## src/hdl/rqs_pkg.sv

```systemverilog
// ----------------------------------------------------------------------------
// rqs_pkg: shared definitions of the priority ready queue scheduler
// Field widths, parameter defaults and the command and status bundles that
// pass between the controller and the datapath.
// ----------------------------------------------------------------------------
`default_nettype none

package rqs_pkg;

    localparam int DEF_NUM_LEVELS = 32;
    localparam int DEF_NUM_TASKS  = 64;

    localparam int FUNC_W = 1;
    localparam int TASK_W = 6;
    localparam int PRI_W  = 5;

    localparam logic [FUNC_W-1:0] FUNC_READY = 1'b0;
    localparam logic [FUNC_W-1:0] FUNC_NEXT  = 1'b1;

    // Commands from the controller to the datapath.
    typedef struct packed {
        logic accept;     // capture the item and read tail and head stores
        logic link_rd;    // read the link of the selected head
        logic deq_wr;     // advance the head or empty the level
        logic enq_wr;     // append the task to its level
        logic clr_wr;     // clear the link of the appended task
        logic res_load;   // load the result register
        logic res_found;  // a task is returned with this result
    } t_rqs_cmd;

    // Status from the datapath to the controller.
    typedef struct packed {
        logic is_next;     // the offered item asks for the next task
        logic in_range;    // the offered task and level are within bounds
        logic mask_empty;  // every level is empty
        logic out_free;    // the result register can take a new result
    } t_rqs_status;

endpackage

`default_nettype wire

```

## src/hdl/rqs_ctrl.sv

```systemverilog
// ----------------------------------------------------------------------------
// rqs_ctrl: sequencer of the priority ready queue scheduler
// One-hot state machine that steps each item through its memory reads and
// writes and issues commands to the datapath.
// ----------------------------------------------------------------------------
`default_nettype none

module rqs_ctrl
    import rqs_pkg::*;
(
    input  wire logic        i_clk,
    input  wire logic        i_rst_n,
    input  wire logic        i_in_valid,
    output logic             o_in_ready,
    input  wire t_rqs_status i_status,
    output t_rqs_cmd         o_cmd
);

    typedef enum logic [5:0] {
        S_IDLE = 6'b000001,
        S_LINK = 6'b000010,
        S_DEQ  = 6'b000100,
        S_NONE = 6'b001000,
        S_ENQ  = 6'b010000,
        S_CLR  = 6'b100000
    } t_state;

    t_state r_state;
    t_state n_state;

    always_ff @(posedge i_clk) begin
        if (!i_rst_n) begin
            r_state <= S_IDLE;
        end else begin
            r_state <= n_state;
        end
    end

    always_comb begin
        n_state = r_state;
        o_cmd   = '0;
        case (r_state)
            S_IDLE: begin
                if (i_in_valid) begin
                    o_cmd.accept = 1'b1;
                    if (i_status.is_next) begin
                        n_state = i_status.mask_empty ? S_NONE : S_LINK;
                    end else begin
                        n_state = i_status.in_range ? S_ENQ : S_IDLE;
                    end
                end
            end
            S_LINK: begin
                o_cmd.link_rd = 1'b1;
                n_state       = S_DEQ;
            end
            S_DEQ: begin
                // The queue is only updated once the result has somewhere to go.
                if (i_status.out_free) begin
                    o_cmd.deq_wr    = 1'b1;
                    o_cmd.res_load  = 1'b1;
                    o_cmd.res_found = 1'b1;
                    n_state         = S_IDLE;
                end
            end
            S_NONE: begin
                if (i_status.out_free) begin
                    o_cmd.res_load = 1'b1;
                    n_state        = S_IDLE;
                end
            end
            S_ENQ: begin
                o_cmd.enq_wr = 1'b1;
                n_state      = S_CLR;
            end
            S_CLR: begin
                o_cmd.clr_wr = 1'b1;
                n_state      = S_IDLE;
            end
            default: begin
                n_state = S_IDLE;
            end
        endcase
    end

    assign o_in_ready = (r_state == S_IDLE);

endmodule

`default_nettype wire

```

## src/hdl/rqs_dpath.sv

```systemverilog
// ----------------------------------------------------------------------------
// rqs_dpath: datapath of the priority ready queue scheduler
// Level bitmap, head, tail and link memories, the priority encoder and the
// result register.
// ----------------------------------------------------------------------------
`default_nettype none

module rqs_dpath
    import rqs_pkg::*;
#(
    parameter int NUM_LEVELS = DEF_NUM_LEVELS,
    parameter int NUM_TASKS  = DEF_NUM_TASKS
) (
    input  wire logic              i_clk,
    input  wire logic              i_rst_n,
    input  wire logic [FUNC_W-1:0] i_func,
    input  wire logic [TASK_W-1:0] i_task_id,
    input  wire logic [PRI_W-1:0]  i_priority_req,
    input  wire t_rqs_cmd          i_cmd,
    output t_rqs_status            o_status,
    input  wire logic              i_out_ready,
    output logic                   o_out_valid,
    output logic                   o_found,
    output logic [TASK_W-1:0]      o_next_task
);

    localparam int LW = (NUM_LEVELS > 1) ? $clog2(NUM_LEVELS) : 1;
    localparam int TW = (NUM_TASKS > 1) ? $clog2(NUM_TASKS) : 1;

    // A link entry holds a valid flag above the index of the following task.
    logic [TW-1:0] head_mem [NUM_LEVELS];
    logic [TW-1:0] tail_mem [NUM_LEVELS];
    logic [TW:0]   link_mem [NUM_TASKS];

    logic [NUM_LEVELS-1:0] r_mask;
    logic [TW-1:0]         r_task;
    logic [LW-1:0]         r_pri;
    logic [LW-1:0]         r_level;
    logic [TW-1:0]         r_tail_q;
    logic [TW-1:0]         r_head_q;
    logic [TW:0]           r_link_q;
    logic                  r_out_valid;
    logic                  r_found;
    logic [TASK_W-1:0]     r_next_task;

    logic [LW-1:0] top_level;
    logic          head_we;
    logic [LW-1:0] head_wa;
    logic [TW-1:0] head_wd;
    logic          link_we;
    logic [TW-1:0] link_wa;
    logic [TW:0]   link_wd;

    // Highest set bit of the bitmap; the later, higher levels take precedence.
    always_comb begin
        top_level = '0;
        for (int l = 0; l < NUM_LEVELS; l++) begin
            if (r_mask[l]) begin
                top_level = LW'(l);
            end
        end
    end

    assign o_status.is_next    = (i_func == FUNC_NEXT);
    assign o_status.in_range   = (32'(i_priority_req) < 32'(NUM_LEVELS))
                              && (32'(i_task_id) < 32'(NUM_TASKS));
    assign o_status.mask_empty = (r_mask == '0);
    assign o_status.out_free   = !r_out_valid || i_out_ready;

    // Item capture with the tail and head reads, and the link read of the captured head.
    always_ff @(posedge i_clk) begin
        if (i_cmd.accept) begin
            r_task   <= TW'(i_task_id);
            r_pri    <= LW'(i_priority_req);
            r_level  <= top_level;
            r_tail_q <= tail_mem[LW'(i_priority_req)];
            r_head_q <= head_mem[top_level];
        end
        if (i_cmd.link_rd) begin
            r_link_q <= link_mem[r_head_q];
        end
    end

    always_ff @(posedge i_clk) begin
        if (!i_rst_n) begin
            r_mask <= '0;
        end else if (i_cmd.deq_wr && !r_link_q[TW]) begin
            r_mask[r_level] <= 1'b0;
        end else if (i_cmd.enq_wr) begin
            r_mask[r_pri] <= 1'b1;
        end
    end

    always_comb begin
        head_we = 1'b0;
        head_wa = r_pri;
        head_wd = r_task;
        if (i_cmd.deq_wr && r_link_q[TW]) begin
            head_we = 1'b1;
            head_wa = r_level;
            head_wd = r_link_q[TW-1:0];
        end else if (i_cmd.enq_wr && !r_mask[r_pri]) begin
            head_we = 1'b1;
        end
    end

    // An append links the old tail to the task; the next step ends the task's
    // own link, so a task appended behind itself ends up with no successor.
    always_comb begin
        link_we = 1'b0;
        link_wa = r_task;
        link_wd = '0;
        if (i_cmd.enq_wr && r_mask[r_pri]) begin
            link_we = 1'b1;
            link_wa = r_tail_q;
            link_wd = {1'b1, r_task};
        end else if (i_cmd.clr_wr) begin
            link_we = 1'b1;
        end
    end

    always_ff @(posedge i_clk) begin
        if (head_we) begin
            head_mem[head_wa] <= head_wd;
        end
        if (i_cmd.enq_wr) begin
            tail_mem[r_pri] <= r_task;
        end
        if (link_we) begin
            link_mem[link_wa] <= link_wd;
        end
    end

    always_ff @(posedge i_clk) begin
        if (!i_rst_n) begin
            r_out_valid <= 1'b0;
        end else if (i_cmd.res_load) begin
            r_out_valid <= 1'b1;
        end else if (i_out_ready) begin
            r_out_valid <= 1'b0;
        end
    end

    always_ff @(posedge i_clk) begin
        if (i_cmd.res_load) begin
            r_found     <= i_cmd.res_found;
            r_next_task <= i_cmd.res_found ? TASK_W'(r_head_q) : '0;
        end
    end

    assign o_out_valid = r_out_valid;
    assign o_found     = r_found;
    assign o_next_task = r_next_task;

endmodule

`default_nettype wire

```

## src/hdl/priority_ready_queue_scheduler_top.sv

```systemverilog
// ----------------------------------------------------------------------------
// priority_ready_queue_scheduler_top: bitmap priority ready queue
// One linked FIFO of task numbers per priority level and a bitmap of the
// levels in use; the highest non-empty level is served first.
//
//   Channel  Direction  Handshake              Payload
//   in       input      i_in_valid/o_in_ready  i_func, i_task_id, i_priority_req
//   out      output     o_out_valid/i_out_ready o_found, o_next_task
//
// A ready item steps through the accept, the append and the link clear. A
// next item steps through the accept, the link read and the dequeue, or to an
// empty result when no level is in use; the link read follows the head read.
// Of the queue storage only the bitmap is cleared by reset; no clearing pass is needed.
// A result waits in the output register while the next item is taken; a
// further result is held back until that register is emptied.
// ----------------------------------------------------------------------------
`default_nettype none

module priority_ready_queue_scheduler_top
    import rqs_pkg::*;
#(
    parameter int NUM_LEVELS = DEF_NUM_LEVELS,
    parameter int NUM_TASKS  = DEF_NUM_TASKS
) (
    input  wire logic              i_clk,
    input  wire logic              i_rst_n,
    input  wire logic              i_in_valid,
    output logic                   o_in_ready,
    input  wire logic [FUNC_W-1:0] i_func,
    input  wire logic [TASK_W-1:0] i_task_id,
    input  wire logic [PRI_W-1:0]  i_priority_req,
    output logic                   o_out_valid,
    input  wire logic              i_out_ready,
    output logic                   o_found,
    output logic [TASK_W-1:0]      o_next_task
);

    t_rqs_cmd    cmd;
    t_rqs_status status;

    rqs_ctrl u_ctrl (
        .i_clk      (i_clk),
        .i_rst_n    (i_rst_n),
        .i_in_valid (i_in_valid),
        .o_in_ready (o_in_ready),
        .i_status   (status),
        .o_cmd      (cmd)
    );

    rqs_dpath #(
        .NUM_LEVELS (NUM_LEVELS),
        .NUM_TASKS  (NUM_TASKS)
    ) u_dpath (
        .i_clk          (i_clk),
        .i_rst_n        (i_rst_n),
        .i_func         (i_func),
        .i_task_id      (i_task_id),
        .i_priority_req (i_priority_req),
        .i_cmd          (cmd),
        .o_status       (status),
        .i_out_ready    (i_out_ready),
        .o_out_valid    (o_out_valid),
        .o_found        (o_found),
        .o_next_task    (o_next_task)
    );

endmodule

`default_nettype wire

```

## config.mk

```make
export PLATFORM = sky130hd
export DESIGN_NAME = priority_ready_queue_scheduler_top
export DESIGN_NICKNAME = d
export VERILOG_FILES = /design/src/hdl/rqs_pkg.sv /design/src/hdl/rqs_ctrl.sv /design/src/hdl/rqs_dpath.sv /design/src/hdl/priority_ready_queue_scheduler_top.sv
export SDC_FILE = /design/constraint.sdc
export NUM_CORES = 1
export LEC_CHECK = 0
export ABC_AREA = 1
export BUFFER_PORTS_ARGS = -buffer_cell sky130_fd_sc_hd__clkbuf_2
export CAP_MARGIN = 30
export CORE_MARGIN = 2
export CORE_UTILIZATION = 39
export DETAILED_ROUTE_END_ITERATION = 12
export HOLD_SLACK_MARGIN = 0.05
export SLEW_MARGIN = 10
export SYNTH_ARGS = -nofsm -noshare
export SYNTH_HDL_FRONTEND = slang
export SYNTH_SLANG_ARGS = --single-unit
```

## constraint.sdc

```tcl
create_clock -name i_clk -period 3.7 [get_ports i_clk]
set_input_delay 0.37 -clock i_clk [delete_from_list [all_inputs] [get_ports i_clk]]
set_output_delay 0.37 -clock i_clk [all_outputs]
set_load 0.005 [all_outputs]
```

==> results_dict.tcl, run 1 <==
set metrics [dict create \
    postRouteAntennaNets 0 \
    max-vdd-ir-drop_mv 0.504 \
    path_max_fanout 15 \
    synth-seq-cells 913 \
    fin_skew_ns 0.0283 \
    synth_edf_count 874 \
    drtIter0Drc 3153 \
    r2r_slack_ns 0.25 \
    area_growth_pct 16.3 \
    hpwl_mm 60.9 \
    drt-total-wl_mm 102 \
    worstSetupPathType "register to register" \
    io_buffers 24 \
    required_ns 4.06 \
    syn_area_per_cell_sq_um 11.7 \
    mostFrequentLayoutCells "edfxtp_1, nor2_1, o21ai_0, nand2_1, nand3_1" \
    routed_via_density 5.49 \
    synth.top_cell.area_share_pct 69.5 \
    final_nets 3402 \
    netlist_instances 3226 \
    overflow 0 \
    routedWlPerCell_microns 21.5 \
    async_flop_share_pct 0 \
    holdWs_ns 0.126 \
    firstDrtPassIters 6 \
    synth_fp_nets 3242 \
    pin_count 25 \
    grt_use_met3_pct 2.60 \
    end_kind "register" \
    grt_pass1_wl_mm 154 \
    max_stage_delay_ns 0.50 \
    fin_crit_sh_pct 93.3 \
    grtUsageMet1_pct 29.0 \
    maxSlewViolCount 0 \
    synth_warnings 0 \
    start_util_pct 39.2 \
    worst_slew_pin_slew_ns 1.04 \
    final_util_pct 45.6 \
    die_h_microns 315 \
    setup_slack_ns 0.250 \
    yosysTopAreaCell "edfxtp_1" \
    cts.path.max_buffers 3 \
    clkTransAtPathRegs_ns 0.06 \
    max_freq_mhz 290 \
    dieWidth_microns 315 \
    cts_tree "yes" \
    layout.cells.non_filler 4737 \
    final_common_cell "edfxtp_1" \
    grt_max_degree 128 \
    crit_arrival_ns 3.81 \
    placed_area_sq_um 40700 \
    grt_use_met2_pct 32.2 \
    critPathBufInv 5 \
    cp_cell_sequence "inv_1 > nor2_2 > inv_2 > o22ai_1 > o21ai_0 > nand4_1 > or2_2 > nand2_2 > nand2_1 > o21ai_0 > inv_1 > nor2_1 > nand2_2 > buf_4 > nor2_1 > buf_4" \
    yosysUniqueCellTypes 36 \
    drive_gt1_share_pct 12.9 \
    crit_slowest_cell "edfxtp_1" \
    finalSetupTns_ns 0 \
    clk_latency_ns 0.66 \
    clockRootBuffer "clkbuf_16" \
    rows 114 \
    holdCritPathClass "primary input to register" \
    synth.area.top_cells "edfxtp_1, o21ai_0, nor2_1" \
    setup_viol 0 \
    synth_ff_type "edfxtp_1" \
    vias 26000 \
    cts_sinks 913 \
    yosysSeqAreaShare_pct 71.6 \
    antenna_found_initial 0 \
    dieArea_sq_um 99300 \
    route.detailed.drc 0 \
    htreeDepth 3 \
    cts_buffers 93 \
    maxSlewHeadroom_pct 30.8 \
    routabilityCongestion 0.900 \
    power.total_mw 23.5 \
    pre_cts_ws_ns -0.0182 \
    cap_violations 0 \
    leakage_nw 14.1 \
    powerDensity_nw_per_um2 535 \
    dp_cells 4549 \
    syn_area_sq_um 37800 \
    grt_use_total_pct 20.2 \
    design.core.area_sq_um 96300 \
    status "completed" \
    post-route-min-period_ns 3.45 \
    crit_family "simple AND/OR/NAND/NOR gates" \
    hold_viol 0 \
    grt_pass1_vias 25100 \
    start_kind "register" \
    busiest_layer "met2" \
    design_area_sq_um 43900 \
]
==> per-layer routing <==
| metal | routed length [microns] | vias up |
|---|---|---|
| met5 | 0 | - |
| met2 | 48000 | 1003 |
| met4 | 2380 | 0 |
| met3 | 6650 | 159 |
| li1 | - | 12000 |
| met1 | 44700 | 12800 |
==> sequential cells by signal (all words and copies together), names as in the netlist, 6 cells and up <==
signal,count
u_dpath.link_mem,448
u_dpath.head_mem,192
u_dpath.tail_mem,192
u_dpath.r_mask,32
u_dpath.r_link_q,7
u_ctrl.r_state,6
u_dpath.o_next_task,6
u_dpath.r_head_q,6
u_dpath.r_tail_q,6
u_dpath.r_task,6
==> worst paths after layout <==
check | cells past startpoint | start | endpoint
setup / recovery | 16 | u_dpath.r_pri[0] | u_dpath.link_mem[11][3]
hold / removal | 3 | i_in_valid | u_ctrl.r_state[4]
setup reg to reg | 16 | u_dpath.r_pri[0] | u_dpath.link_mem[11][3]
hold reg to reg | 2 | u_dpath.r_mask[0] | u_dpath.r_mask[0]
==> cell families after synthesis <==
kind of cell,count (synthesis),synth area share [%]
AO/OA/AOI/OAI,708,10.9
AND/OR/NAND/NOR,1205,13.4
buffers and inverters,400,4.17
flip-flops,913,71.6
==> cell usage after synthesis (10+ instances only) <==
cell	n
a21oi_1	10
a221oi_1	32
buf_2	14
clkbuf_1	171
dfxtp_1	39
edfxtp_1	874
inv_1	192
nand2_1	302
nand3_1	256
nand3b_1	24
nand4_1	13
nor2_1	562
nor3_1	35
o21ai_0	436
o221ai_1	45
o22ai_1	151
==> worst register-to-register path: cells and delay by family, from the launching register on <==
family	cells	cell delay [ns]
AOI/OAI and AO/OA	3	0.43
buffers and inverters	5	0.83
DFF	1	0.50
and+or+nand+nor	8	1.40
==> power breakdown <==
| part | total (mW) | switching, mW | internal (mW) |
|---|---|---|---|
| registers | 11.6 | 0.100 | 11.5 |
| clock network | 9.22 | 3.91 | 5.31 |
| logic | 2.68 | 2.00 | 0.673 |
| total | 23.5 | 6.01 | 17.5 |
==> area by class of cell <==
| class | count | area [sq um] |
|---|---|---|
| timing repair buffer | 264 | 2230 |
| clock buffer | 108 | 2430 |
| tap | 1276 | 1600 |
| clock inverter | 61 | 527 |
| multi-input combinational | 1913 | 9350 |
| sequential | 913 | 27000 |
| fill | 8740 | 52400 |
| inverter | 201 | 759 |
| antenna | 1 | 2.50 |
==> what timing repair did <==
item / CTS / global route
endpoints found under the hold margin: 10 / 0
pin swaps: 0 / 3
cloned: 0 / 3
buffers inserted: 0 / 3
setup endpoints to repair: 20 / 298
gates resized for setup: 2 / 34
hold buffers: 9 / 0
(Power assumes the default switching activity.)
==> run 2: changes to the inputs <==
--- a/config.mk
+++ b/config.mk
@@ -5,11 +5,10 @@
 export SDC_FILE = /design/constraint.sdc
 export NUM_CORES = 1
 export LEC_CHECK = 0
-export ABC_AREA = 1
 export BUFFER_PORTS_ARGS = -buffer_cell sky130_fd_sc_hd__clkbuf_2
 export CAP_MARGIN = 30
 export CORE_MARGIN = 2
-export CORE_UTILIZATION = 39
+export CORE_UTILIZATION = 40
 export DETAILED_ROUTE_END_ITERATION = 12
 export HOLD_SLACK_MARGIN = 0.05
 export SLEW_MARGIN = 10
==> run 2 against run 1 <==
  * Core utilization increased by 1.0 points
  * Die area decreased by 5.9%
  * Sequential share of layout area increased by 2.7 points
  * Fmax decreased by 0.15%
  * Sequential cell count unchanged
  * Via count decreased by 28%
  * Synthesized area decreased by 3.6%
  * Sequential power about the same
  * Clock power increased by 1%
  * Critical path type unchanged
  * Largest cell class unchanged
  * Largest power group unchanged
==> results_dict.tcl, run 2 <==
set metrics [dict create \
    drive_gt1_share_pct 25.9 \
    post-route-min-period_ns 3.46 \
    design.core.area_sq_um 90100 \
    htreeDepth 3 \
    worst_slew_pin_slew_ns 0.971 \
    pre_cts_ws_ns 0.278 \
    seq_area_sq_um 27000 \
    cts_sinks 913 \
    end_kind "register" \
    vias 18800 \
    routabilityCongestion 0.881 \
    synth.top_cell.area_share_pct 72.1 \
    drtIter0Drc 2303 \
    synth_common_cells "edfxtp_1, mux4_2, nor2_1, nand2_1, o21a_1" \
    netlist_instances 1942 \
    cts_buffers 92 \
    final_util_pct 46.7 \
    grt_use_total_pct 18.1 \
    mostFrequentLayoutCells "edfxtp_1, mux4_2, nor2_1, nand2_1, buf_4" \
    routed_via_density 5.57 \
    routedWlPerCell_microns 24.9 \
    cp_cell_sequence "mux4_2 > a32oi_1 > and4_1 > nor2_4 > mux2_4 > or3_1 > nor2_2" \
    firstDrtPassIters 6 \
    power_frac_comb_pct 4.4 \
    hold_viol 0 \
    path_max_fanout 13 \
    clk_latency_ns 0.65 \
    fillers 7479 \
    final_nets 2133 \
    clkTransAtPathRegs_ns 0.06 \
    max_stage_delay_ns 0.65 \
    required_ns 4.00 \
    ctsResizeCount 0 \
    overflow 0 \
    maxSlewViolCount 0 \
    die_h_microns 306 \
    reg_top3 "u_dpath.link_mem (448), u_dpath.head_mem (192), u_dpath.tail_mem (192)" \
    synth_warnings 0 \
    p_sw_mw 4.55 \
    synth-seq-cells 913 \
    crit_arrival_ns 3.76 \
    grt_pass1_vias 19000 \
    grt_pass1_wl_mm 125 \
    cts_tree "yes" \
    largest_reg_flops 448 \
    start_kind "register" \
    hpwl_mm 53.3 \
    fin_crit_sh_pct 93.4 \
    clockRootBuffer "clkbuf_16" \
    seq_power_share_pct 52.7 \
    dieArea_sq_um 93500 \
    powerDensity_nw_per_um2 516 \
    rows 110 \
    cts.path.max_buffers 3 \
    clockPowerShare_pct 43.0 \
    async_flop_share_pct 0 \
    synth_fp_nets 1958 \
    io_buffers 24 \
    start_util_pct 40.4 \
    postRouteAntennaNets 0 \
    max-vdd-ir-drop_mv 0.523 \
    multi_input_area_sq_um 8950 \
    crit_slowest_cell "edfxtp_1" \
    p_int_mw 17.2 \
    worstSetupPathType "register to register" \
    largest_register "u_dpath.link_mem" \
    rsz0062_at_grt "false" \
    yosysTopAreaCell "edfxtp_1" \
    fin_skew_ns 0.0147 \
    setup_slack_ns 0.244 \
    yosysMostFrequentCell "edfxtp_1" \
    insertedDiodeCount 0 \
    yosysUniqueCellTypes 58 \
    synth_ff_type "edfxtp_1" \
    finalSetupTns_ns 0 \
    syn_area_per_cell_sq_um 18.7 \
    syn_area_sq_um 36400 \
    pin_count 25 \
    setup_viol 0 \
    swShare_pct 21.0 \
    route.detailed.drc 0 \
    drt-total-wl_mm 83.8 \
    area_growth_pct 15.5 \
    cap_violations 0 \
    holdCritPathClass "primary input to register" \
    yosysSeqAreaShare_pct 74.2 \
    final_common_cell "edfxtp_1" \
    dieWidth_microns 306 \
    synth_edf_count 874 \
    grt_max_degree 85 \
    leakage_nw 12.1 \
    synth.area.top_cells "edfxtp_1, mux4_2, dfxtp_1" \
    max_freq_mhz 289 \
    status "completed" \
    antenna_found_initial 2 \
    maxSlewHeadroom_pct 35.0 \
]
-- run 2: cell count changes after synthesis, sizes merged, moves of 132 or more --
cell,before,now
nor2,565,164
nand2,305,135
o21ai,437,13
inv,197,9
mux4,0,217
o22ai,151,19
nand3,256,18
-- run 2: worst max-delay path: cells and delay by family (launching register included) --
family | cells | cell delay (ns)
flip-flops | 1 | 0.65
AO/OA/AOI/OAI | 1 | 0.22
multiplexers | 2 | 0.73
AND/OR/NAND/NOR | 4 | 1.50
-- run 2: per-stage QoR --
stage / area, sq um / power, mW / instances / hold WS (ns)
2_1_floorplan: 36400 / 12.2 / 1942 / 0.469
3_3_place_gp: 38900 / 12.6 / 3191 / 0.541
3_5_place_dp: 38900 / 12.6 / 3191 / 0.554
4_1_cts: 42100 / 21.9 / 3368 / 0.0740
5_1_grt: 42100 / 22.4 / 3368 / 0.0943
6_report: 42100 / 21.7 / 3368 / 0.0978
-- run 2: final cells by class --
type / count / share of cell area, %
Clock inverter: 52 / 1.21
Multi-Input combinational cell: 924 / 21.3
Clock buffer: 117 / 6.06
Inverter: 10 / 0.0892
Timing Repair Buffer: 176 / 3.62
Tap cell: 1176 / 3.50
Sequential cell: 913 / 64.2
-- run 2: layer usage --
metal | GRT usage [%] | wire length (microns) | up-vias
met5 | 0 | 9 | -
met4 | 5.29 | 2100 | 2
met3 | 3.56 | 5540 | 132
met2 | 28.6 | 40100 | 625
met1 | 25.5 | 36100 | 9771
li1 | - | - | 8227
-- run 2: power groups by stage --
stage | Sequential, mW | Combinational (mW) | Clock [mW]
CTS | 11.4 | 0.970 | 9.51
floorplan | 11.6 | 0.616 | 0
global route | 11.4 | 1.03 | 9.91
finish | 11.4 | 0.949 | 9.33
detailed placement | 11.7 | 0.960 | 0
global placement | 11.7 | 0.947 | 0
-- run 2: timing repair --
item                                   4_1_cts  5_1_grt
endpoints found under the hold margin        8        0
setup buffers                                0        0
hold buffers                                 8        0
-- run 2: final timing paths --
check / start / to / slack [ns] / depth (start not counted)
hold reg to reg: u_ctrl.r_state[3] / u_ctrl.r_state[3] / 0.57 / 2
hold / removal: i_priority_req[4] / u_dpath.r_pri[4] / 0.1 / 1
setup reg to reg: u_dpath.r_pri[1] / u_dpath.link_mem[55][0] / 0.24 / 7
setup / recovery: u_dpath.r_pri[1] / u_dpath.link_mem[55][0] / 0.24 / 7
-- run 2: cells by family after synthesis --
kind of cell	share of synthesized area [%]
AND/OR/NAND/NOR	5.87
AO/OA/AOI/OAI	4.18
multiplexers	14.5
flip-flops	74.2
XOR/XNOR	0.0241
buffers and inverters	1.24
